--- config.mk ---
export PLATFORM = sky130hd
export DESIGN_NAME = sab_queue
export DESIGN_NICKNAME = d
export VERILOG_FILES = /design/src/design/sab_pkg.sv /design/src/design/sab_queue.sv
export SDC_FILE = /design/constraint.sdc
export NUM_CORES = 1
export LEC_CHECK = 0
export BUFFER_PORTS_ARGS = -buffer_cell sky130_fd_sc_hd__buf_2
export CORE_MARGIN = 4
export CORE_UTILIZATION = 50
export CTS_CLUSTER_DIAMETER = 30
export DETAILED_ROUTE_END_ITERATION = 8
export HOLD_SLACK_MARGIN = 0.12
export PLACE_DENSITY = 0.68
export SYNTH_ARGS = -nofsm -noshare
export SYNTH_HDL_FRONTEND = slang
export SYNTH_SLANG_ARGS = --single-unit
--- constraint.sdc ---
create_clock -name i_clk -period 4.7 [get_ports i_clk]
set_input_delay 1.175 -clock i_clk [delete_from_list [all_inputs] [get_ports i_clk]]
set_output_delay 1.175 -clock i_clk [all_outputs]
set_load 0.02 [all_outputs]
--- src/design/sab_pkg.sv ---
`timescale 1ns / 1ps
// ----------------------------------------------------------------------------
// sab_pkg: shared types and constants of the scaled alpha blit unit
// Field widths, command and register codes, words passed between the parts.
// ----------------------------------------------------------------------------
package sab_pkg;

    // fixed geometry of the texture store and the screen
    localparam int TEX_DIM_MAX    = 64;
    localparam int SCREEN_DIM_MAX = 4096;
    localparam int STORE_DEPTH    = TEX_DIM_MAX * TEX_DIM_MAX;

    localparam int COORD_W = 12;
    localparam int SPAN_W  = 13;
    localparam int DIM_W   = 7;
    localparam int WORD_W  = 32;
    localparam int TADDR_W = 12;
    localparam int CFG_IW  = 3;
    localparam int CFG_DW  = 13;
    localparam int IDX_W   = (TEX_DIM_MAX > 1) ? $clog2(TEX_DIM_MAX) : 1;
    localparam int PROD_W  = COORD_W + IDX_W;
    localparam int DIVW    = SPAN_W + IDX_W;

    typedef enum logic {
        CMD_LOAD  = 1'b0,
        CMD_BLEND = 1'b1
    } t_cmd;

    typedef enum logic [CFG_IW-1:0] {
        REG_WIN_SX = 3'd0,
        REG_WIN_SY = 3'd1,
        REG_WIN_EX = 3'd2,
        REG_WIN_EY = 3'd3,
        REG_SPAN_X = 3'd4,
        REG_SPAN_Y = 3'd5,
        REG_TEX_W  = 3'd6,
        REG_TEX_H  = 3'd7
    } t_reg;

    // input word
    typedef struct packed {
        logic                command;
        logic [TADDR_W-1:0]  texel_address;
        logic [WORD_W-1:0]   texel_argb;
        logic [COORD_W-1:0]  pixel_x;
        logic [COORD_W-1:0]  pixel_y;
        logic [WORD_W-1:0]   dest_rgb;
    } t_item;

    // result word
    typedef struct packed {
        logic [WORD_W-1:0] out_color;
        logic              inside_res;
    } t_result;

    // classified work word, front to back
    typedef struct packed {
        t_cmd                cmd;
        logic                in_win;
        logic [COORD_W-1:0]  offx;
        logic [COORD_W-1:0]  offy;
        logic [TADDR_W-1:0]  addr;
        logic [WORD_W-1:0]   data;   // texel for a load, destination for a blend
    } t_work;

    // sanitized scale settings used by the back end
    typedef struct packed {
        logic [SPAN_W-1:0] spanx;
        logic [SPAN_W-1:0] spany;
        logic [IDX_W-1:0]  nm1x;
        logic [IDX_W-1:0]  nm1y;
    } t_geom;

endpackage

--- src/design/sab_queue.sv ---
`timescale 1ns / 1ps
// ----------------------------------------------------------------------------
// sab_queue: short work queue between front and back
// Four-entry FIFO of classified work words.
// ----------------------------------------------------------------------------
module sab_queue (
    input  logic           i_clk,
    input  logic           i_rst_n,
    input  logic           i_push,
    input  sab_pkg::t_work i_word,
    output logic           o_full,
    input  logic           i_pop,
    output logic           o_valid,
    output sab_pkg::t_work o_word
);
    import sab_pkg::*;

    localparam int QDEPTH = 4;
    localparam int PW     = $clog2(QDEPTH);

    t_work           r_buf [QDEPTH];
    logic [PW-1:0]   r_wp, n_wp;
    logic [PW-1:0]   r_rp, n_rp;
    logic [PW:0]     r_cnt, n_cnt;
    logic            do_push, do_pop;

    assign o_full  = (r_cnt == (PW+1)'(QDEPTH));
    assign o_valid = (r_cnt != '0);
    assign o_word  = r_buf[r_rp];
    assign do_push = i_push && !o_full;
    assign do_pop  = i_pop && o_valid;

    // pointer and fill update
    always_comb begin
        n_wp  = do_push ? r_wp + 1'b1 : r_wp;
        n_rp  = do_pop  ? r_rp + 1'b1 : r_rp;
        n_cnt = r_cnt;
        if (do_push && !do_pop) begin
            n_cnt = r_cnt + 1'b1;
        end else if (do_pop && !do_push) begin
            n_cnt = r_cnt - 1'b1;
        end
    end

    always_ff @(posedge i_clk) begin
        if (!i_rst_n) begin
            r_wp  <= '0;
            r_rp  <= '0;
            r_cnt <= '0;
        end else begin
            r_wp  <= n_wp;
            r_rp  <= n_rp;
            r_cnt <= n_cnt;
        end
    end

    // entry storage
    always_ff @(posedge i_clk) begin
        if (do_push) begin
            r_buf[r_wp] <= i_word;
        end
    end

endmodule

==> results of run 1 <==
cell type report:
cell class	instances	area (um^2)
Sequential cell	289	8596
Clock inverter	33	376.6
Timing Repair Buffer	148	748.2
Inverter	3	11.26
Tap cell	275	344.1
Multi-Input combinational cell	104	1871
Clock buffer	54	1255
Fill cell	1404	7820
power by group through the flow:
stage	Sequential, mW	Combinational, mW	Clock (mW)
floorplan	3.25	1.38	0
finish	3.29	1.71	3.46
global route	3.32	1.84	3.65
CTS	3.30	1.76	3.52
global placement	3.32	1.73	0
detailed placement	3.34	1.75	0
per-stage QoR:
stage | cell area [um^2] | hold slack [ps]
5_1_grt | 13200 | 542.2
4_1_cts | 13200 | 513.7
6_report | 13200 | 502.5
2_1_floorplan | 10660 | 467.7
3_3_place_gp | 11570 | 474.9
3_5_place_dp | 11570 | 507.0
sequential cells by signal, indices dropped and copies added (netlist names), named ones only:
| register | count |
|---|---|
| r_buf | 280 |
| r_cnt | 3 |
| r_rp | 2 |
| r_wp | 2 |
final timing paths:
path             from         end  slack, ps
max          register  o_word[37]       1080
min           r_wp[1]     r_wp[1]        500
max reg2reg  r_cnt[0]    r_cnt[2]       2130
min reg2reg   r_wp[1]     r_wp[1]        500
synth_stat cells, drive strengths merged:
cell	instances
mux4	70
or3	2
edfxtp	280
clkbuf	1
o311ai	1
nor3b	1
nand2	4
and2	8
xnor2	3
dfxtp	9
buf	17
fa	1
o31ai	1
a21boi	1
mux2i	3
ha	5
nor2b	2
xor2	1
inv	3
o21ai	1
layer usage:
layer,wire length [um],vias up,share of wire (%)
met5,13,-,0.066
met4,299,2,1.5
met3,1384,37,7.0
met2,9763,162,50
met1,8247,2546,42
li1,-,2143,-
cell families after synthesis:
logic type / count (synthesis)
adders and majority gates: 6
muxes: 73
and+or+nand+nor: 17
buffers and inverters: 21
xor gates and xnor gates: 4
AOI/OAI and AO/OA: 4
DFF: 289
worst register-to-register path: stages, from the launching register on:
cell and delay, ps:
dfxtp_1 480, nor3b_2 110, nor2b_1 510, ha_1 300, inv_1 60, fa_1 370
xor2_1 170, or3_1 320, a21boi_0 180
==> impl_summary.log, run 1 <==
[metrics] post-synthesis share of cell area spent on and, or, nand and nor gates: 0.9626%
[metrics] met2 track demand over resource: 27.25%
[metrics] kind of cell adding the most delay to the critical path: buffers and inverters
[metrics] startpoint kind of the worst setup timing path: register
[metrics] final core utilization: 62.80%
[metrics] Hold Crit Depth: 2
[metrics] slowest stage cell, crit path: mux4_2
[metrics] area share of the largest cell type after synthesis: 78.88%
[metrics] layout overhead on the synthesized area: 23.85%
[metrics] H-tree levels: 2
[metrics] required time at the worst-slack endpoint: 3520 ps
[metrics] dominant cells by area after synthesis: edfxtp_1 (79%), mux4_2 (15%), dfxtp_1 (1.7%), buf_12 (1.3%), ha_1 (0.59%)
[metrics] Post-CTS Hold Buffers: 0
[metrics] vias in the first global route: 5457
[metrics] clock tree buffer depth: 3
[metrics] clock transition at the register clock pins on the worst setup and hold paths after CTS: 50 ps
[metrics] count of yosys warnings during synthesis: 0
[metrics] max-slew violation count: 0
[metrics] XOR/XNOR Fraction of Synth Area: 0.3287%
[metrics] Worst Path Arrival: 2440 ps
[metrics] Clock Latency Late Sink: 520 ps
[metrics] half-perimeter wire length of the detailed placement result: 10960 um
[metrics] largest area contributor in the synthesized netlist: edfxtp_1
[metrics] Resize count post-CTS: 0
[metrics] total via count in the routed design: 4890
[metrics] Slew Limit Headroom: 26.86%
[metrics] total power draw: 8.465 mW
[metrics] commonest cells after routing, fill and taps aside: edfxtp_1 (280), buf_2 (145), mux4_2 (70)
[metrics] VDD IR-drop max: 297.7 uV
[metrics] setup repair after global routing missed its margin: no
[metrics] DP Cell Count: 819
[metrics] count of routing violations after the opening detailed-route iteration: 218
[metrics] measured slew at the worst slew-check pin: 1097 ps
[metrics] count of mapped cells out of synthesis: 414
[metrics] Setup TNS Final: 0 ps
[metrics] share of cells above drive strength 1: 48.18%
[metrics] TritonCTS clock tree: built
[metrics] biggest cell delay along the critical path: 630 ps
[metrics] Sinks on Clock Net: 289
[metrics] Pre-Repair DR Iteration Count: 4
[metrics] wire length of the first global-routing pass: 31010 um
[metrics] Post-Synth Adder-Cell Area: 0.7747%
[metrics] Die X: 154.0 um
[metrics] GR met1 Demand/Resource: 22.91%
[metrics] antenna violations before repair: 1
[metrics] layout net count: 673
[metrics] pre-CTS worst setup slack: 1414 ps
[metrics] remaining global-route overflow: 0
[metrics] routability congestion estimate: 0.6936
[metrics] worst clock skew: 14.77 ps
[metrics] final cell count without fillers: 906
[metrics] mean post-synth cell area: 25.75 um^2
[metrics] pin count of the biggest net entering global routing: 71
[metrics] die footprint: 23720 um^2
[metrics] list of cells traversed by the critical path: buf_4, mux4_2, buf_2
[metrics] global route hottest layer: met2
[metrics] count of buffers inserted at the top-level ports: 145
[metrics] sequential fraction of the synthesis area: 80.57%
[metrics] switching share of power: 26.47%
[metrics] category of the worst setup path capture point: output port
[metrics] Cell Area, Synth: 10660 um^2
[metrics] part of the power in registers: 38.9%
[metrics] total DRC errors in the routed layout: 0
[metrics] post-synth net total: 494
[metrics] count of inserted antenna diode cells: 0
[metrics] Max Fanout on Critical Path: 32
[metrics] number of flip-flops and latches in the synthesized netlist: 289
[metrics] Internal Power: 6.224 mW
[metrics] type of the worst min-delay path: reg -> reg
[metrics] average detailed-routed wire length per instance: 21.75 um
[metrics] clock share of power: 40.9%
[metrics] Peak Freq: 276.6 MHz
[metrics] total power divided by cell area: 641.2 nW/um^2
[metrics] GR met3 Demand/Resource: 4.925%
[metrics] number of stages on the worst setup path: 3
[metrics] CP bufs+invs: 2
[metrics] Rows: 53
[metrics] Distinct cells, synth: 23
[metrics] clock period minus worst slack: 3615 ps
[metrics] critical path type: reg -> out
[metrics] number of buffers inserted to repair setup after CTS: 0
[metrics] Gate power share: 20.2%
[metrics] Synth Area in Compound Gates: 0.3169%
[metrics] core region area: 21020 um^2
[metrics] post-route fraction of the period consumed by the critical path: 76.92%
[metrics] Vias per Instance: 5.397
[metrics] number of buffers created by CTS: 47
[metrics] Max-Cap Viols: 0
[metrics] Final Setup Violations: 0
[metrics] global-route usage over all layers: 16.89%
[metrics] Final ANT Viol Nets: 0
[metrics] Root Buffer: clkbuf_16
[metrics] most common cell after layout, fill and taps aside: edfxtp_1
[metrics] die height: 154.0 um
[metrics] post-synthesis mux area share: 15.07%
[metrics] cells on worst reg2reg path: 8
[metrics] total detailed-routing wirelength: 19710 um
[metrics] Final Hold Fails: 0
[metrics] combinational family with the most area after synthesis: multiplexers
[metrics] I/O pins: 146
[metrics] switching pwr: 2.241 mW
[metrics] Setup WS post-layout: 1085 ps
[metrics] Initial Util: 50.71%
[metrics] cell leakage power: 4.538 nW
[metrics] run status: completed
No activity file was read; power rests on OpenSTA's default activity.
==> run 2, diff against run 1 <==
==> constraint.sdc (replaced) <==
create_clock -name i_clk -period 3.8 [get_ports i_clk]
set_input_delay 0.95 -clock i_clk [delete_from_list [all_inputs] [get_ports i_clk]]
set_output_delay 0.95 -clock i_clk [all_outputs]
set_load 0.02 [all_outputs]
==> run 2 against run 1 <==
Against the previous run:
- total power rose by 30%
- via count increased by 2.0%
- non-clock buffer count up 8
- utilization rose by 1.8 points
==> impl_summary.log, run 2 (synthesis results as in run 1) <==
[metrics] Setup WS post-layout: 569.1 ps (-515.6 ps)
[metrics] layout net count: 688 (+2.2%)
[metrics] total via count in the routed design: 4988 (+2.0%)
[metrics] remaining global-route overflow: 0 (unchanged)
[metrics] Die X: 154.0 um (unchanged)
[metrics] fill cell count: 1388 (-1.1%)
[metrics] max-slew violation count: 0 (unchanged)
[metrics] count of routing violations after the opening detailed-route iteration: 208 (-4.6%)
[metrics] number of buffers inserted to repair setup after CTS: 0 (unchanged)
[metrics] most common cell after layout, fill and taps aside: edfxtp_1
[metrics] Max Fanout on Critical Path: 27 (-16%)
[metrics] Worst Path Arrival: 2280 ps (-160 ps)
[metrics] Top Metal Used: met5
[metrics] Rows: 53 (unchanged)
[metrics] Pre-Repair DR Iteration Count: 4 (unchanged)
[metrics] part of the power in registers: 37.1% (-1.8 points)
[metrics] Vias per Instance: 5.363 (-0.63%)
[metrics] Gate power share: 19.9% (-0.3 points)
[metrics] required time at the worst-slack endpoint: 2850 ps (-670 ps)
[metrics] clock tree buffer depth: 3 (unchanged)
[metrics] critical path type: reg -> out
[metrics] largest registers: r_buf (280), r_cnt (3)
[metrics] share of cells above drive strength 1: 49.85% (+1.7 points)
[metrics] Largest register FFs: 280 (unchanged)
[metrics] switching pwr: 2.953 mW (+32%)
[metrics] antenna violations before repair: 2 (+1)
[metrics] Top reg by flops: r_buf
[metrics] total DRC errors in the routed layout: 0 (unchanged)
[metrics] routability congestion estimate: 0.7778 (+12%)
[metrics] total detailed-routing wirelength: 20230 um (+2.7%)
[metrics] startpoint kind of the worst setup timing path: register
[metrics] pin count of the biggest net entering global routing: 42 (-41%)
[metrics] number of buffers created by CTS: 54 (+15%)
[metrics] total power divided by cell area: 807.3 nW/um^2 (+26%)
[metrics] Internal Power: 8.012 mW (+29%)
[metrics] clock share of power: 43.1% (+2.2 points)
[metrics] die height: 154.0 um (unchanged)
[metrics] measured slew at the worst slew-check pin: 561.6 ps (-535.6 ps)
[metrics] Slew Limit Headroom: 62.56% (+36 points)
[metrics] core region area: 21020 um^2 (unchanged)
[metrics] Final Setup Violations: 0 (unchanged)
[metrics] type of the worst min-delay path: reg -> reg
[metrics] run status: completed
[metrics] H-tree levels: 2 (unchanged)
[metrics] kind of cell adding the most delay to the critical path: flip-flops
[metrics] Met3 Wirelength: 1605 um (+16%)
[metrics] Clock Latency Late Sink: 540 ps (+20 ps)
[metrics] commonest cells after routing, fill and taps aside: edfxtp_1 (280), buf_2 (145), mux4_2 (70)
[metrics] cell leakage power: 4.700 nW (+3.6%)
[metrics] Initial Util: 50.71% (unchanged)
[metrics] post-route fraction of the period consumed by the critical path: 85.02%
[metrics] worst clock skew: 16.56 ps (+1.787 ps)
[metrics] biggest cell delay along the critical path: 650 ps (+20 ps)
[metrics] die footprint: 23720 um^2 (unchanged)
[metrics] clock transition at the register clock pins on the worst setup and hold paths after CTS: 50 ps (about the same)
[metrics] vias in the first global route: 5669 (+3.9%)
[metrics] Resize count post-CTS: 0 (unchanged)
[metrics] pre-CTS worst setup slack: 844.4 ps (-569.5 ps)
[metrics] clock period minus worst slack: 3231 ps
[metrics] half-perimeter wire length of the detailed placement result: 12050 um (+9.9%)
[metrics] Final Hold Fails: 0 (unchanged)
[metrics] Met2 Routed Length: 10070 um (+3.1%)
[metrics] TritonCTS clock tree: built
[metrics] Peak Freq: 309.5 MHz
[metrics] category of the worst setup path capture point: output port
[metrics] layout overhead on the synthesized area: 27.43%
[metrics] setup repair after global routing missed its margin: no
[metrics] CP bufs+invs: 2 (unchanged)
[metrics] list of cells traversed by the critical path: buf_12, mux4_2, buf_2
[metrics] wire length of the first global-routing pass: 31910 um (+2.9%)
[metrics] Routed met1 length: 8036 um (-2.6%)
[metrics] Post-CTS Hold Buffers: 0 (unchanged)
[metrics] Max-Cap Viols: 0 (unchanged)
[metrics] global-route usage over all layers: 17.46% (+0.57 points)
[metrics] Sinks on Clock Net: 289 (unchanged)
[metrics] Root Buffer: clkbuf_16
[metrics] slowest stage cell, crit path: dfxtp_4
[metrics] count of buffers inserted at the top-level ports: 145 (unchanged)
[metrics] I/O pins: 146 (unchanged)
[metrics] VDD IR-drop max: 412.9 uV (+39%)
[metrics] average detailed-routed wire length per instance: 21.76 um (about the same)
[metrics] Setup TNS Final: 0 ps (unchanged)
[metrics] switching share of power: 26.93% (+0.45 points)
[metrics] final-layout worst hold slack: 516.1 ps (+13.59 ps)
[metrics] Final ANT Viol Nets: 0 (unchanged)
-- run 2: cell types whose count changed in the layout (fill, tap and decap cells not counted), sizes merged --
cell,change
clkbuf,+12
diode,+1
clkinv,-5
clkinvlp,+3
bufinv,-2
inv,+7
buf,+8
-- run 2: worst reg2reg max path, stage by stage, from the launching register on --
cell      delay (ps)
dfxtp_1          480
nor3b_2           90
nor2b_1          450
ha_1             290
inv_1             70
fa_1             400
xor2_1           190
or3_1            310
a21boi_0         160
-- run 2: stage by stage --
stage	cells	util, %	power (mW)	instance area, um^2
4_1_cts	929	64.60	11.12	13580
2_1_floorplan	414	-	5.721	10660
5_1_grt	929	64.60	11.43	13580
3_3_place_gp	827	55.74	6.292	11720
6_report	930	64.62	10.97	13580
3_5_place_dp	827	55.74	6.351	11720
-- run 2: layout make-up --
type,count,area (um^2),area share (%)
Sequential cell,289,8596,63.28
Multi-Input combinational cell,104,1871,13.77
Clock buffer,66,1468,10.81
Timing Repair Buffer,156,895.9,6.595
Clock inverter,36,395.4,2.911
Tap cell,275,344.1,2.533
Inverter,3,11.26,0.08290
Antenna cell,1,2.502,0.01842
-- run 2: per-layer routing --
| metal | vias up | track usage, % |
|---|---|---|
| li1 | 2185 | - |
| met1 | 2549 | 22.46 |
| met2 | 198 | 28.60 |
| met3 | 52 | 5.460 |
| met4 | 4 | 5.845 |
| met5 | - | 0 |
-- run 2: power groups by stage --
stage               Clock, mW  Sequential (mW)  Combinational, mW
global placement            0             4.10               2.19
global route             4.98             4.10               2.34
CTS                      4.81             4.08               2.23
detailed placement          0             4.13               2.22
floorplan                   0             4.02               1.71
finish                   4.72             4.06               2.18
-- run 2: worst paths after layout --
path              startpoint          to  slack [ps]  cells past startpoint
setup / recovery    register  o_word[67]         570                      3
hold / removal       r_wp[0]     r_wp[0]         520                      2
setup reg to reg    r_cnt[0]    r_cnt[2]        1280                      8
hold reg to reg      r_wp[0]     r_wp[0]         520                      2
