### config.mk
export PLATFORM = sky130hd
export DESIGN_NAME = sab_front
export DESIGN_NICKNAME = d
export VERILOG_FILES = /design/src/design/sab_pkg.sv /design/src/design/sab_front.sv
export SDC_FILE = /design/constraint.sdc
export NUM_CORES = 1
export LEC_CHECK = 0
export ABC_CLOCK_PERIOD_IN_PS = 7070
export BUFFER_PORTS_ARGS = -buffer_cell sky130_fd_sc_hd__buf_2
export CELL_PAD_IN_SITES_DETAIL_PLACEMENT = 0
export CELL_PAD_IN_SITES_GLOBAL_PLACEMENT = 2
export CORE_MARGIN = 10
export CORE_UTILIZATION = 35
export CTS_BUF_LIST = sky130_fd_sc_hd__clkbuf_8
export DETAILED_ROUTE_END_ITERATION = 6
export HOLD_SLACK_MARGIN = 0.03
export PLACE_DENSITY = 0.95
export SETUP_SLACK_MARGIN = 0.15
export SYNTH_ARGS = -nofsm -noshare
export SYNTH_HDL_FRONTEND = slang
export SYNTH_SLANG_ARGS = --single-unit
### constraint.sdc
create_clock -name i_clk -period 7.07 [get_ports i_clk]
set_clock_uncertainty 0.05 [all_clocks]
set_input_delay 0.3535 -clock i_clk [delete_from_list [all_inputs] [get_ports i_clk]]
set_output_delay 0.3535 -clock i_clk [all_outputs]
set_load 0.02 [all_outputs]
### src/design/sab_pkg.sv
`timescale 1ns / 1ps
// ----------------------------------------------------------------------------
// sab_pkg: shared types and constants of the scaled alpha blit unit
// Field widths, command and register codes, words passed between the parts.
// ----------------------------------------------------------------------------
package sab_pkg;

    // fixed geometry of the texture store and the screen
    localparam int TEX_DIM_MAX    = 64;
    localparam int SCREEN_DIM_MAX = 4096;
    localparam int STORE_DEPTH    = TEX_DIM_MAX * TEX_DIM_MAX;

    localparam int COORD_W = 12;
    localparam int SPAN_W  = 13;
    localparam int DIM_W   = 7;
    localparam int WORD_W  = 32;
    localparam int TADDR_W = 12;
    localparam int CFG_IW  = 3;
    localparam int CFG_DW  = 13;
    localparam int IDX_W   = (TEX_DIM_MAX > 1) ? $clog2(TEX_DIM_MAX) : 1;
    localparam int PROD_W  = COORD_W + IDX_W;
    localparam int DIVW    = SPAN_W + IDX_W;

    typedef enum logic {
        CMD_LOAD  = 1'b0,
        CMD_BLEND = 1'b1
    } t_cmd;

    typedef enum logic [CFG_IW-1:0] {
        REG_WIN_SX = 3'd0,
        REG_WIN_SY = 3'd1,
        REG_WIN_EX = 3'd2,
        REG_WIN_EY = 3'd3,
        REG_SPAN_X = 3'd4,
        REG_SPAN_Y = 3'd5,
        REG_TEX_W  = 3'd6,
        REG_TEX_H  = 3'd7
    } t_reg;

    // input word
    typedef struct packed {
        logic                command;
        logic [TADDR_W-1:0]  texel_address;
        logic [WORD_W-1:0]   texel_argb;
        logic [COORD_W-1:0]  pixel_x;
        logic [COORD_W-1:0]  pixel_y;
        logic [WORD_W-1:0]   dest_rgb;
    } t_item;

    // result word
    typedef struct packed {
        logic [WORD_W-1:0] out_color;
        logic              inside_res;
    } t_result;

    // classified work word, front to back
    typedef struct packed {
        t_cmd                cmd;
        logic                in_win;
        logic [COORD_W-1:0]  offx;
        logic [COORD_W-1:0]  offy;
        logic [TADDR_W-1:0]  addr;
        logic [WORD_W-1:0]   data;   // texel for a load, destination for a blend
    } t_work;

    // sanitized scale settings used by the back end
    typedef struct packed {
        logic [SPAN_W-1:0] spanx;
        logic [SPAN_W-1:0] spany;
        logic [IDX_W-1:0]  nm1x;
        logic [IDX_W-1:0]  nm1y;
    } t_geom;

endpackage

### src/design/sab_front.sv
`timescale 1ns / 1ps
// ----------------------------------------------------------------------------
// sab_front: configuration registers and input classification
// Holds the window and scale registers, tests each pixel against the window,
// forms its offsets and hands one work word per cycle to the queue while it is not full.
// ----------------------------------------------------------------------------
module sab_front (
    input  logic                        i_clk,
    input  logic                        i_rst_n,
    input  logic                        i_cfg_we,
    input  logic [sab_pkg::CFG_IW-1:0]  i_cfg_idx,
    input  logic [sab_pkg::CFG_DW-1:0]  i_cfg_data,
    input  logic                        i_push,
    input  sab_pkg::t_item              i_item,
    output logic                        o_full,
    output logic                        o_q_push,
    output sab_pkg::t_work              o_q_word,
    input  logic                        i_q_full,
    output sab_pkg::t_geom              o_geom
);
    import sab_pkg::*;

    localparam logic [COORD_W:0] SCR_LIM = (COORD_W+1)'(SCREEN_DIM_MAX);
    localparam logic [DIM_W-1:0] DIM_MAX = DIM_W'(TEX_DIM_MAX);

    logic [COORD_W-1:0] r_wsx, r_wsy, r_wex, r_wey;
    logic [SPAN_W-1:0]  r_spx, r_spy;
    logic [DIM_W-1:0]   r_tw, r_th;
    logic               r_valid;
    t_work              r_work, n_work;
    logic               adv, in_x, in_y;
    logic [DIM_W-1:0]   nx, ny;

    // configuration writes
    always_ff @(posedge i_clk) begin
        if (!i_rst_n) begin
            r_wsx <= '0;
            r_wsy <= '0;
            r_wex <= '0;
            r_wey <= '0;
            r_spx <= SPAN_W'(1);
            r_spy <= SPAN_W'(1);
            r_tw  <= DIM_W'(1);
            r_th  <= DIM_W'(1);
        end else if (i_cfg_we) begin
            unique case (t_reg'(i_cfg_idx))
                REG_WIN_SX: r_wsx <= i_cfg_data[COORD_W-1:0];
                REG_WIN_SY: r_wsy <= i_cfg_data[COORD_W-1:0];
                REG_WIN_EX: r_wex <= i_cfg_data[COORD_W-1:0];
                REG_WIN_EY: r_wey <= i_cfg_data[COORD_W-1:0];
                REG_SPAN_X: r_spx <= i_cfg_data[SPAN_W-1:0];
                REG_SPAN_Y: r_spy <= i_cfg_data[SPAN_W-1:0];
                REG_TEX_W:  r_tw  <= i_cfg_data[DIM_W-1:0];
                REG_TEX_H:  r_th  <= i_cfg_data[DIM_W-1:0];
                default: ;
            endcase
        end
    end

    // sanitized scale settings: zero span as one, texture size clamped
    always_comb begin
        nx = (r_tw == '0) ? DIM_W'(1) : ((r_tw > DIM_MAX) ? DIM_MAX : r_tw);
        ny = (r_th == '0) ? DIM_W'(1) : ((r_th > DIM_MAX) ? DIM_MAX : r_th);
        o_geom.spanx = (r_spx == '0) ? SPAN_W'(1) : r_spx;
        o_geom.spany = (r_spy == '0) ? SPAN_W'(1) : r_spy;
        o_geom.nm1x  = IDX_W'(nx - 1'b1);
        o_geom.nm1y  = IDX_W'(ny - 1'b1);
    end

    // window test and offsets
    always_comb begin
        in_x = (i_item.pixel_x >= r_wsx) && (i_item.pixel_x <= r_wex)
            && ({1'b0, i_item.pixel_x} < SCR_LIM);
        in_y = (i_item.pixel_y >= r_wsy) && (i_item.pixel_y <= r_wey)
            && ({1'b0, i_item.pixel_y} < SCR_LIM);
        n_work.cmd    = t_cmd'(i_item.command);
        n_work.in_win = in_x && in_y;
        n_work.offx   = i_item.pixel_x - r_wsx;
        n_work.offy   = i_item.pixel_y - r_wsy;
        n_work.addr   = i_item.texel_address;
        n_work.data   = (t_cmd'(i_item.command) == CMD_LOAD) ? i_item.texel_argb
                                                            : i_item.dest_rgb;
    end

    // holding stage ahead of the queue
    assign adv      = !r_valid || !i_q_full;
    assign o_full   = !adv;
    assign o_q_push = r_valid;
    assign o_q_word = r_work;

    always_ff @(posedge i_clk) begin
        if (!i_rst_n) begin
            r_valid <= 1'b0;
        end else if (adv) begin
            r_valid <= i_push;
        end
    end

    always_ff @(posedge i_clk) begin
        if (adv) begin
            r_work <= n_work;
        end
    end

endmodule

==> Implementation_results.wiki, run 1 <==
{| class="wikitable"
! Metric !! Value
|-
| Startpoint of the most critical hold path || i_cfg_data[12]
|-
| Crit path DAT || 2.26 ns
|-
| FF-to-FF path depth || 8
|-
| Number of clock sinks || 159
|-
| Most used routing layer in global routing || met2
|-
| TNS Setup || 0 ns
|-
| Met3 track utilization from global routing || 5.23%
|-
| Area occupied by multi-input gates || 3630 µm²
|-
| #FFs+latches synth || 159
|-
| Post-CTS setup-driven buffer insertion count || 0
|-
| Crit path depth || 8
|-
| Xor/xnor cell area share of the yosys netlist || 1.97%
|-
| Maximum cell stage delay along the critical path || 0.54 ns
|-
| Power density over cell area || 213 nW/µm²
|-
| Total cell area at the placement stage || 9280 µm²
|-
| Ys flop type || sky130_fd_sc_hd__dfxtp_1
|-
| First-pass detailed-route iteration total || 4
|-
| Final Hold Slack || 0.122 ns
|-
| Critical path's top delay family || simple AND/OR/NAND/NOR gates
|-
| CTS clk-pin slew, worst paths || 0.09 ns
|-
| Effective utilization at floorplan || 35.4%
|-
| Die Width || 171 µm
|-
| Top-level port count || 232
|-
| Simple-gate area share of the yosys netlist || 16.1%
|-
| Chain of cells forming the critical path || or4_1 -> nor2_1 -> o21ai_0 -> ha_1 -> nand3_1 -> o21ai_0 -> a21oi_1 -> buf_2
|-
| Layout-stage area growth over the synthesis result || 22.9%
|-
| Overall power of the completed layout || 2.09 mW
|-
| HPWL Detailed || 17.4 mm
|-
| Root Buffer || sky130_fd_sc_hd__clkbuf_8
|-
| Critical path's most frequent cell || sky130_fd_sc_hd__o21ai_0
|-
| Vertical die dimension || 171 µm
|-
| Maximum number of pins on one net before global-route repair || 90
|-
| Total setup violations reported at the end of the flow || 0
|-
| DRC errors left || 0
|-
| Syn nets || 1019
|-
| Yosys cell types || 48
|-
| Detailed router's first-iteration violation count || 294
|-
| Total clock buffers created by CTS || 17
|-
| Routability-driven placement congestion ratio || 0.823
|-
| Number of warnings issued by yosys || 0
|-
| R2R Path Start || r_wsy[0]
|-
| Number of buffers and inverters on the critical path || 1
|-
| Crit. Startpoint || r_th[1]
|-
| Fin nets || 1224
|-
| # placed instances || 1304
|-
| Crit end category || primary output
|-
| Type of element launching the critical path || flop
|-
| Number of standard-cell rows in the floorplan || 55
|-
| Number of standard cells in the layout, taps in and fillers out || 1351
|-
| Number of instances in the synthesized netlist || 845
|-
| RSZ-0062 raised after global routing || false
|-
| Hold path cells || 3
|-
| Max capacitance violation total || 0
|-
| Area of the core || 22600 µm²
|-
| Count of vias placed by the detailed router || 6449
|-
| Global-route wire length before repair || 35.5 mm
|-
| Count of H-tree levels built during CTS || 4
|-
| Number of nets still failing antenna checks after routing || 0
|-
| Final Cycle Share || 37.7%
|-
| Standby leakage power || 4.02 nW
|-
| Share of the synthesized area in compound gates (AO/OA/AOI/OAI) || 14.3%
|-
| Run status || completed
|-
| Number of antenna violations at the first check in global routing || 4
|-
| Critical path's slowest cell || sky130_fd_sc_hd__or4_1
|-
| Latest clock arrival within the worst-skew pair || 0.44 ns
|-
| Number of global-route vias before repair || 6523
|-
| Proportion of synthesized area in mux cells || 4.64%
|-
| GRT Resource Usage Total || 15.4%
|-
| Type of the tightest min-delay check || primary input to flop
|-
| Die Area || 29300 µm²
|-
| Post-DR wirelength/cell || 17.1 µm
|-
| Maximum fanout along the worst path || 4
|-
| Final Hold Vio Count || 0
|-
| Number of enable flip-flop cells after synthesis || 70
|-
| Crit path required time || 6.67 ns
|-
| Average via count per standard cell || 4.77
|-
| Share of async-settable or async-resettable flops after synthesis || 0%
|-
| Sequential area share after synthesis || 48.6%
|-
| Critical path start-end classification || flop to primary output
|-
| Bufs on Longest Clock Path || 2
|-
| Buffers added on ports || 231
|-
| Filler Cell Count || 2225
|-
| Total wirelength of the detailed-routed design || 23.0 mm
|-
| Synth Area in Adders || 8.33%
|-
| Number of max-slew violations in the final report || 0
|-
| Highest Clock Rate || 0.375 GHz
|-
| Final period demand of the worst path || 2.66 ns
|-
| Area taken by flip-flops and latches || 3880 µm²
|-
| Met1 layer usage reported by global route || 18.6%
|-
| Actual transition at the worst max-transition pin || 0.971 ns
|-
| VDD IR max || 0.0902 mV
|-
| Final non-filler cell area || 9810 µm²
|-
| Share of cells above drive strength 1 || 28.1%
|-
| Main combinational cell family by area after synthesis || simple AND/OR/NAND/NOR gates
|-
| TritonCTS clock tree || done
|-
| Met2 Resource Use GR || 25.7%
|-
| Synthesized area per cell || 9.45 µm²
|-
| Area of the mapped netlist || 7990 µm²
|-
| Grt ovf || 0
|-
| Worst slew margin || 35.3%
|}
==> layout by cell type (no fill, tap or decap), types with 2 or more instances in the layout <==
master                            n
sky130_fd_sc_hd__a2111oi_0        3
sky130_fd_sc_hd__a211o_1          2
sky130_fd_sc_hd__a211oi_1         3
sky130_fd_sc_hd__a21boi_0        84
sky130_fd_sc_hd__a21o_1           7
sky130_fd_sc_hd__a21oi_1         26
sky130_fd_sc_hd__a31o_2           2
sky130_fd_sc_hd__a31oi_1          3
sky130_fd_sc_hd__a41oi_1          2
sky130_fd_sc_hd__buf_2          231
sky130_fd_sc_hd__buf_4            3
sky130_fd_sc_hd__bufinv_16        3
sky130_fd_sc_hd__clkbuf_8        19
sky130_fd_sc_hd__dfxtp_1         89
sky130_fd_sc_hd__diode_2          4
sky130_fd_sc_hd__dlygate4sd3_1   12
sky130_fd_sc_hd__edfxtp_1        70
sky130_fd_sc_hd__fa_1             2
sky130_fd_sc_hd__ha_1            50
sky130_fd_sc_hd__inv_1           64
sky130_fd_sc_hd__inv_4            2
sky130_fd_sc_hd__mux2_2          32
sky130_fd_sc_hd__nand2_1        198
sky130_fd_sc_hd__nand2b_1         8
sky130_fd_sc_hd__nand3_1         16
sky130_fd_sc_hd__nand4_1          8
sky130_fd_sc_hd__nor2_1          31
sky130_fd_sc_hd__nor2b_1          9
sky130_fd_sc_hd__nor3_1           8
sky130_fd_sc_hd__nor4_1           7
sky130_fd_sc_hd__o211ai_1         3
sky130_fd_sc_hd__o21a_1           6
sky130_fd_sc_hd__o21ai_0         14
sky130_fd_sc_hd__or3_1            5
sky130_fd_sc_hd__or4_1            3
sky130_fd_sc_hd__xnor2_1         14
sky130_fd_sc_hd__xor2_1           4
==> cells by family (layout without fill, tap and decap cells) <==
kind of cell / count (synthesis) / in the layout
mux: 33 / 33
xor+xnor: 18 / 18
simple gates: 299 / 299
buf+inv: 121 / 338
fa+ha+maj: 52 / 52
flops: 159 / 159
other cells: 0 / 4
compound gates: 163 / 163
==> cell type report <==
type	count	share of cell area, %
flip-flops and latches	159	39.6
multi-input cells	565	37.0
repair buffers	246	13.2
well taps	285	3.63
clock buffers	19	2.67
inverters	61	2.33
clock inverters	12	1.47
diodes	4	0.102
==> cell usage after synthesis, types with 7 or more instances <==
| cell type | number | area share (%) |
|---|---|---|
| sky130_fd_sc_hd__a21boi_0 | 84 | 7.9 |
| sky130_fd_sc_hd__a21o_1 | 7 | 0.66 |
| sky130_fd_sc_hd__a21oi_1 | 26 | 1.6 |
| sky130_fd_sc_hd__buf_4 | 7 | 0.66 |
| sky130_fd_sc_hd__clkbuf_1 | 49 | 2.3 |
| sky130_fd_sc_hd__dfxtp_1 | 89 | 22 |
| sky130_fd_sc_hd__edfxtp_1 | 70 | 26 |
| sky130_fd_sc_hd__ha_1 | 50 | 7.8 |
| sky130_fd_sc_hd__inv_1 | 61 | 2.9 |
| sky130_fd_sc_hd__mux2_2 | 32 | 4.5 |
| sky130_fd_sc_hd__nand2_1 | 199 | 9.4 |
| sky130_fd_sc_hd__nand2b_1 | 8 | 0.63 |
| sky130_fd_sc_hd__nand3_1 | 16 | 1.0 |
| sky130_fd_sc_hd__nand4_1 | 8 | 0.63 |
| sky130_fd_sc_hd__nor2_1 | 31 | 1.5 |
| sky130_fd_sc_hd__nor2b_1 | 9 | 0.70 |
| sky130_fd_sc_hd__nor3_1 | 8 | 0.50 |
| sky130_fd_sc_hd__nor4_1 | 7 | 0.55 |
| sky130_fd_sc_hd__o21ai_0 | 14 | 0.88 |
| sky130_fd_sc_hd__xnor2_1 | 14 | 1.5 |
==> sequential cells by signal (all words and copies together) (netlist names), 12 cells and up <==
name      flops
r_wex        12
r_spx        13
r_spy        13
r_wsy        12
r_wey        12
r_wsx        12
o_q_word     70
==> report_power, final <==
group	leakage [nW]	internal (mW)	total, mW	switching, mW
Sequential	1.45	1.02	1.04	0.0187
Combinational	2.36	0.137	0.347	0.210
Clock	0.217	0.364	0.701	0.337
Total	4.02	1.52	2.09	0.566
==> timing repair <==
item / in CTS / in global routing
endpoints found under the setup margin: 0 / 0
hold buffers: 12 / 0
resized for setup: 0 / 0
endpoints found under the hold margin: 12 / 0
==> path summary, 6_finish.rpt <==
check                      end  slack (ns)
setup / recovery     o_geom[4]        4.41
hold / removal       r_spx[12]        0.12
setup reg to reg  o_q_word[54]        4.45
hold reg to reg       r_wsx[6]        0.41
==> worst min-delay path, stage by stage <==
cell	delay, ns
sky130_fd_sc_hd__buf_2	0.11
sky130_fd_sc_hd__nand2_1	0.04
sky130_fd_sc_hd__a21boi_0	0.06
==> metal layers <==
metal / vias to the layer above / wire length, µm / part of all wire, %
met2: 216 / 10600 / 46
met4: 0 / 159 / 0.69
met3: 12 / 2060 / 9.0
met5: - / 0 / 0
li1: 3287 / - / -
met1: 2934 / 10200 / 44
==> through the flow <==
step | setup WS (ns) | utilization [%]
after floorplan | 4.25 | -
after global placement | 4.33 | 41.1
after detailed placement | 4.27 | 41.1
after CTS | 4.35 | 43.4
after global routing | 4.12 | 43.4
final | 4.41 | 43.5
Power figures use the tool's default switching activity.
==> inputs of run 2 (changes only) <==
--- a/config.mk
+++ b/config.mk
@@ -5,16 +5,16 @@
 export SDC_FILE = /design/constraint.sdc
 export NUM_CORES = 1
 export LEC_CHECK = 0
-export ABC_CLOCK_PERIOD_IN_PS = 7070
+export ABC_CLOCK_PERIOD_IN_PS = 2300
 export BUFFER_PORTS_ARGS = -buffer_cell sky130_fd_sc_hd__buf_2
 export CELL_PAD_IN_SITES_DETAIL_PLACEMENT = 0
 export CELL_PAD_IN_SITES_GLOBAL_PLACEMENT = 2
 export CORE_MARGIN = 10
-export CORE_UTILIZATION = 35
+export CORE_UTILIZATION = 29
 export CTS_BUF_LIST = sky130_fd_sc_hd__clkbuf_8
 export DETAILED_ROUTE_END_ITERATION = 6
 export HOLD_SLACK_MARGIN = 0.03
-export PLACE_DENSITY = 0.95
+export PLACE_DENSITY = 0.86
 export SETUP_SLACK_MARGIN = 0.15
 export SYNTH_ARGS = -nofsm -noshare
 export SYNTH_HDL_FRONTEND = slang
==> constraint.sdc (replaced) <==
create_clock -name i_clk -period 2.3 [get_ports i_clk]
set_clock_uncertainty 0.05 [all_clocks]
set_input_delay 0.115 -clock i_clk [delete_from_list [all_inputs] [get_ports i_clk]]
set_output_delay 0.115 -clock i_clk [all_outputs]
set_load 0.02 [all_outputs]
==> Implementation_results.wiki, run 2 (synthesis results as in run 1) <==
{| class="wikitable"
! Metric !! Value
|-
| Area of the core || 27000 µm²
|-
| Worst slew margin || 47.9%
|-
| Count of vias placed by the detailed router || 6990
|-
| Grt ovf || 0
|-
| Maximum number of pins on one net before global-route repair || 55
|-
| Number of global-route vias before repair || 7168
|-
| DRC errors left || 0
|-
| Number of max-slew violations in the final report || 0
|-
| Maximum fanout along the worst path || 2
|-
| Number of clock sinks || 159
|-
| Final Hold Vio Count || 0
|-
| Crit path required time || 2.56 ns
|-
| Power density over cell area || 602 nW/µm²
|-
| Share of cells above drive strength 1 || 33.0%
|-
| Fin nets || 1340
|-
| Commonest non-fill, non-tap cell in the layout || sky130_fd_sc_hd__buf_2
|-
| First-pass detailed-route iteration total || 6
|-
| R2R Path Start || r_wsx[1]
|-
| # placed instances || 1375
|-
| TritonCTS clock tree || done
|-
| Run status || finished with violations
|-
| Detailed router's first-iteration violation count || 285
|-
| Max FFs per register || 70
|-
| Filler Cell Count || 2659
|-
| Highest Clock Rate || 0.414 GHz
|-
| Count of H-tree levels built during CTS || 4
|-
| Layout-stage area growth over the synthesis result || 41.9%
|-
| HPWL Detailed || 18.5 mm
|-
| Uppermost signal routing layer after detailed routing || met5
|-
| Met3 wire length || 2.29 mm
|-
| FF-to-FF path depth || 8
|-
| Average via count per standard cell || 4.59
|-
| RSZ-0062 raised after global routing || true
|-
| Post-DR wirelength/cell || 16.9 µm
|-
| Number of nets still failing antenna checks after routing || 0
|-
| Capturing instance or port of the critical path || o_q_word[65]
|-
| Critical path start-end classification || flop to flop
|-
| Reg2Reg Setup Slack || -0.11 ns
|-
| Highest-count cells in the layout ignoring fill and taps || 224 x sky130_fd_sc_hd__buf_2, 198 x sky130_fd_sc_hd__nand2_1, 91 x sky130_fd_sc_hd__dlygate4sd3_1
|-
| Hold path cells || 3
|-
| Die Width || 186 µm
|-
| Failing checks || negative setup slack
|-
| Crit end category || flop
|-
| Final core occ || 41.9%
|-
| Final period demand of the worst path || 2.41 ns
|-
| Crit path DAT || 2.68 ns
|-
| Total wirelength of the detailed-routed design || 25.7 mm
|-
| Actual transition at the worst max-transition pin || 0.781 ns
|-
| Final Hold Slack || 0.111 ns
|-
| Die Area || 34600 µm²
|-
| Bufs on Longest Clock Path || 2
|-
| GRT Resource Usage Total || 14.5%
|-
| Overall power of the completed layout || 6.82 mW
|-
| Number of antenna violations at the first check in global routing || 6
|-
| Metal-1 WL || 11.5 mm
|-
| Global-route wire length before repair || 39.2 mm
|-
| Total setup violations reported at the end of the flow || 3
|-
| Total clock buffers created by CTS || 17
|-
| Root Buffer || sky130_fd_sc_hd__clkbuf_8
|-
| Vertical die dimension || 186 µm
|-
| Routability-driven placement congestion ratio || 0.801
|-
| Top-level port count || 232
|-
| Number of standard cells in the layout, taps in and fillers out || 1523
|-
| Final Cycle Share || 105%
|-
| Type of the tightest min-delay check || primary input to flop
|-
| WL met2 || 11.5 mm
|-
| Type of element launching the critical path || flop
|-
| Buffers added on ports || 231
|-
| Crit. Startpoint || r_wsx[1]
|-
| Latest clock arrival within the worst-skew pair || 0.46 ns
|-
| VDD IR max || 0.285 mV
|-
| Number of standard-cell rows in the floorplan || 60
|-
| CTS clk-pin slew, worst paths || 0.10 ns
|-
| Least setup slack across all paths after layout || -0.114 ns
|-
| Max capacitance violation total || 0
|-
| Standby leakage power || 4.61 nW
|-
| Terminus of the critical flop-to-flop path || o_q_word[65]
|-
| Effective utilization at floorplan || 29.6%
|}
[run 2: changes by cell type in the layout (fill, tap and decap cells not counted), sizes merged]
cell | before | now
buf | 234 | 271
clkinvlp | 1 | 0
diode | 4 | 3
inv | 67 | 70
clkbuf | 19 | 18
dlygate4sd3 | 12 | 91
[run 2: area by class of cell]
| type | instances | area (µm²) | area share (%) |
|---|---|---|---|
| Multi-Input combinational cell | 565 | 3890 | 34.3 |
| Inverter | 61 | 229 | 2.02 |
| Clock inverter | 14 | 176 | 1.56 |
| Timing Repair Buffer | 362 | 2460 | 21.7 |
| Sequential cell | 159 | 3890 | 34.4 |
| Tap cell | 341 | 427 | 3.77 |
| Antenna cell | 3 | 7.51 | 0.0663 |
| Clock buffer | 18 | 248 | 2.19 |
[run 2: critical path: stages, from the launching register on]
cell	delay, ns
sky130_fd_sc_hd__dfxtp_2	0.35
sky130_fd_sc_hd__inv_2	0.04
sky130_fd_sc_hd__ha_4	0.21
sky130_fd_sc_hd__nor2b_4	0.12
sky130_fd_sc_hd__o31a_1	0.26
sky130_fd_sc_hd__or4_1	0.41
sky130_fd_sc_hd__a31o_1	0.21
sky130_fd_sc_hd__or4b_1	0.52
sky130_fd_sc_hd__nand3_1	0.10
[run 2: timing repair]
item                                    in CTS  in global routing
pin swaps                                   22                 21
hold buffers                                91                  0
buffers inserted                            16                  6
gates resized for setup                     51                 24
hold endpoints to repair                   133                  0
endpoints found under the setup margin      15                 18
[run 2: metrics by stage]
step	TNS (ns)	cell area (µm²)	setup slack, ns
2_1_floorplan	-0.0770	8020	-0.0770
3_3_place_gp	-0.0993	9520	-0.0792
3_5_place_dp	-0.146	9520	-0.0973
4_1_cts	-0.200	11200	-0.0807
5_1_grt	-0.767	11300	-0.164
6_report	-0.220	11300	-0.114
[run 2: worst min path at each step]
stage	startpoint	to	slack (ns)
finish	i_item[43]	o_q_word[55]	0.11
global placement	i_item[88]	o_q_word[32]	0.24
floorplan	i_item[88]	o_q_word[32]	0.16
global route	i_item[43]	o_q_word[55]	0.1
CTS	i_item[43]	o_q_word[55]	0.09
detailed placement	i_item[92]	o_q_word[36]	0.24
[run 2: power by group]
group	leakage, nW	switching, mW	internal [mW]
registers	1.45	0.0575	3.13
clock network	0.223	1.16	1.13
logic	2.94	0.729	0.613
total	4.61	1.95	4.87
[run 2: routing by layer]
layer,vias up,track usage [%]
met2,238,23.4
met5,-,0
met3,28,5.01
met4,6,4.32
li1,3517,-
met1,3201,17.8
==> inputs of run 3 (changes only) <==
--- a/config.mk
+++ b/config.mk
@@ -7,13 +7,14 @@
 export LEC_CHECK = 0
 export ABC_CLOCK_PERIOD_IN_PS = 2300
 export BUFFER_PORTS_ARGS = -buffer_cell sky130_fd_sc_hd__buf_2
-export CELL_PAD_IN_SITES_DETAIL_PLACEMENT = 0
+export CELL_PAD_IN_SITES_DETAIL_PLACEMENT = 2
 export CELL_PAD_IN_SITES_GLOBAL_PLACEMENT = 2
 export CORE_MARGIN = 10
 export CORE_UTILIZATION = 29
 export CTS_BUF_LIST = sky130_fd_sc_hd__clkbuf_8
 export DETAILED_ROUTE_END_ITERATION = 6
 export HOLD_SLACK_MARGIN = 0.03
+export MAX_ROUTING_LAYER = met4
 export PLACE_DENSITY = 0.86
 export SETUP_SLACK_MARGIN = 0.15
 export SYNTH_ARGS = -nofsm -noshare
==> Implementation_results.wiki, run 3 (synthesis results as in run 1) <==
{| class="wikitable"
! Metric !! Value
|-
| Critical path's slowest cell || sky130_fd_sc_hd__or4_4
|-
| Final Cycle Share || 107%
|-
| Root Buffer || sky130_fd_sc_hd__clkbuf_8
|-
| Total setup violations reported at the end of the flow || 6
|-
| Chain of cells forming the critical path || inv_2 -> ha_4 -> nor2b_4 -> o31a_1 -> or4_4 -> a31o_1 -> buf_4 -> buf_6 -> a31oi_4 -> xnor2_1
|-
| Total clock buffers created by CTS || 17
|-
| Layout-stage area growth over the synthesis result || 42.7%
|-
| HPWL Detailed || 21.8 mm
|-
| Post-DR wirelength/cell || 22.3 µm
|-
| Standby leakage power || 4.58 nW
|-
| Number of clock sinks || 159
|-
| Share of cells above drive strength 1 || 34.2%
|-
| Failing checks || negative setup slack
|-
| Number of standard-cell rows in the floorplan || 60
|-
| Maximum number of pins on one net before global-route repair || 55
|-
| Crit end category || flop
|-
| TritonCTS clock tree || done
|-
| Run status || finished with violations
|-
| Actual transition at the worst max-transition pin || 0.791 ns
|-
| Number of antenna violations at the first check in global routing || 7
|-
| Critical path's top delay family || compound AO/OA/AOI/OAI gates
|-
| Maximum fanout along the worst path || 3
|-
| Crit path DAT || 2.63 ns
|-
| DRC errors left || 0
|-
| Number of max-slew violations in the final report || 0
|-
| Least setup slack across all paths after layout || -0.158 ns
|-
| Average via count per standard cell || 4.88
|-
| RSZ-0062 raised after global routing || true
|-
| Top-level port count || 232
|-
| Final period demand of the worst path || 2.46 ns
|-
| Bufs on Longest Clock Path || 2
|-
| Global-route wire length before repair || 49.9 mm
|-
| Max capacitance violation total || 0
|-
| Total wirelength of the detailed-routed design || 34.1 mm
|-
| VDD IR max || 0.288 mV
|-
| Type of the tightest min-delay check || primary input to flop
|-
| Die Width || 186 µm
|-
| TNS Setup || -0.471 ns
|-
| Highest-count cells in the layout ignoring fill and taps || 223 x sky130_fd_sc_hd__buf_2, 197 x sky130_fd_sc_hd__nand2_1, 91 x sky130_fd_sc_hd__dlygate4sd3_1
|-
| Type of element launching the critical path || flop
|-
| Power density over cell area || 582 nW/µm²
|-
| First-pass detailed-route iteration total || 4
|-
| Area of the core || 27000 µm²
|-
| Crit path required time || 2.47 ns
|-
| Count of H-tree levels built during CTS || 4
|-
| Count of vias placed by the detailed router || 7460
|-
| Number of standard cells in the layout, taps in and fillers out || 1530
|-
| Reg2Reg Setup Slack || -0.16 ns
|-
| Max FFs per register || 70
|-
| Critical path start-end classification || flop to flop
|-
| Fin nets || 1343
|-
| # placed instances || 1375
|-
| Number of buffers and inverters on the critical path || 3
|-
| Commonest non-fill, non-tap cell in the layout || sky130_fd_sc_hd__buf_2
|-
| Number of nets still failing antenna checks after routing || 0
|-
| Die Area || 34600 µm²
|-
| Latest clock arrival within the worst-skew pair || 0.46 ns
|-
| Number of global-route vias before repair || 8417
|-
| Worst slew margin || 45.9%
|-
| Routability-driven placement congestion ratio || 0.813
|-
| Buffers added on ports || 231
|-
| Vertical die dimension || 186 µm
|-
| CTS clk-pin slew, worst paths || 0.10 ns
|-
| Effective utilization at floorplan || 29.6%
|-
| Filler Cell Count || 2885
|-
| Maximum cell stage delay along the critical path || 0.43 ns
|-
| Final Hold Vio Count || 0
|-
| Highest Clock Rate || 0.407 GHz
|-
| Detailed router's first-iteration violation count || 208
|-
| Final Hold Slack || 0.127 ns
|-
| Grt ovf || 0
|-
| GRT Resource Usage Total || 19.3%
|}
-- run 3: changes by cell type in the layout (fill, tap and decap cells not counted), sizes merged --
cell	delta
inv	-2
clkbuf	-1
bufinv	-3
clkinvlp	+6
buf	+3
diode	+4
-- run 3: cell type report --
cell class / instances / area [µm²] / area share, %
Inverter: 61 / 229 / 2.01
Antenna cell: 7 / 17.5 / 0.154
Tap cell: 341 / 427 / 3.74
Sequential cell: 159 / 3900 / 34.2
Clock buffer: 17 / 234 / 2.05
Multi-Input combinational cell: 565 / 3990 / 35.0
Clock inverter: 15 / 114 / 0.999
Timing Repair Buffer: 365 / 2490 / 21.8
-- run 3: metal layers --
metal | vias to the layer above | global-route usage, % | part of all wire, %
li1 | 3525 | - | -
met1 | 3658 | 22.0 | 43
met2 | 243 | 33.0 | 49
met3 | 34 | 4.80 | 6.2
met4 | 0 | 5.06 | 1.5
met5 | - | - | 0
-- run 3: final timing paths --
path,end,from,depth (start not counted)
max,o_q_word[67],r_wsx[1],10
min,o_q_word[55],i_item[43],3
max reg2reg,o_q_word[67],r_wsx[1],10
min reg2reg,r_wey[1],r_wey[1],2
-- run 3: worst reg2reg max path: cells and delay by family, from the launching register on --
kind / cells / cell delay [ns]
AOI/OAI and AO/OA: 3 / 0.64
and+or+nand+nor: 2 / 0.56
DFF: 1 / 0.36
buffers and inverters: 3 / 0.30
adders and majority gates: 1 / 0.21
xor gates and xnor gates: 1 / 0.08
-- run 3: stage by stage --
step,instance area (µm²),util (%),setup slack (ns),power (mW)
after CTS,11100,41.1,-0.131,6.57
after global routing,11400,42.2,-0.222,6.95
after global placement,9520,35.2,-0.0792,4.36
after detailed placement,9520,35.2,-0.101,4.41
final,11400,42.2,-0.158,6.63
after floorplan,8020,-,-0.0770,3.92
-- run 3: repair_timing --
action,CTS,global route
hold buffers,91,0
resized for setup,56,46
pin swaps,24,23
setup endpoints to repair,15,16
buffers inserted,18,7
hold endpoints to repair,131,0
-- run 3: power by group --
| part | leakage, nW | internal (mW) | total, mW | switching (mW) |
|---|---|---|---|---|
| registers | 1.45 | 3.14 | 3.21 | 0.0710 |
| clock network | 0.166 | 0.759 | 1.96 | 1.20 |
| logic | 2.96 | 0.634 | 1.46 | 0.827 |
| total | 4.58 | 4.53 | 6.63 | 2.10 |
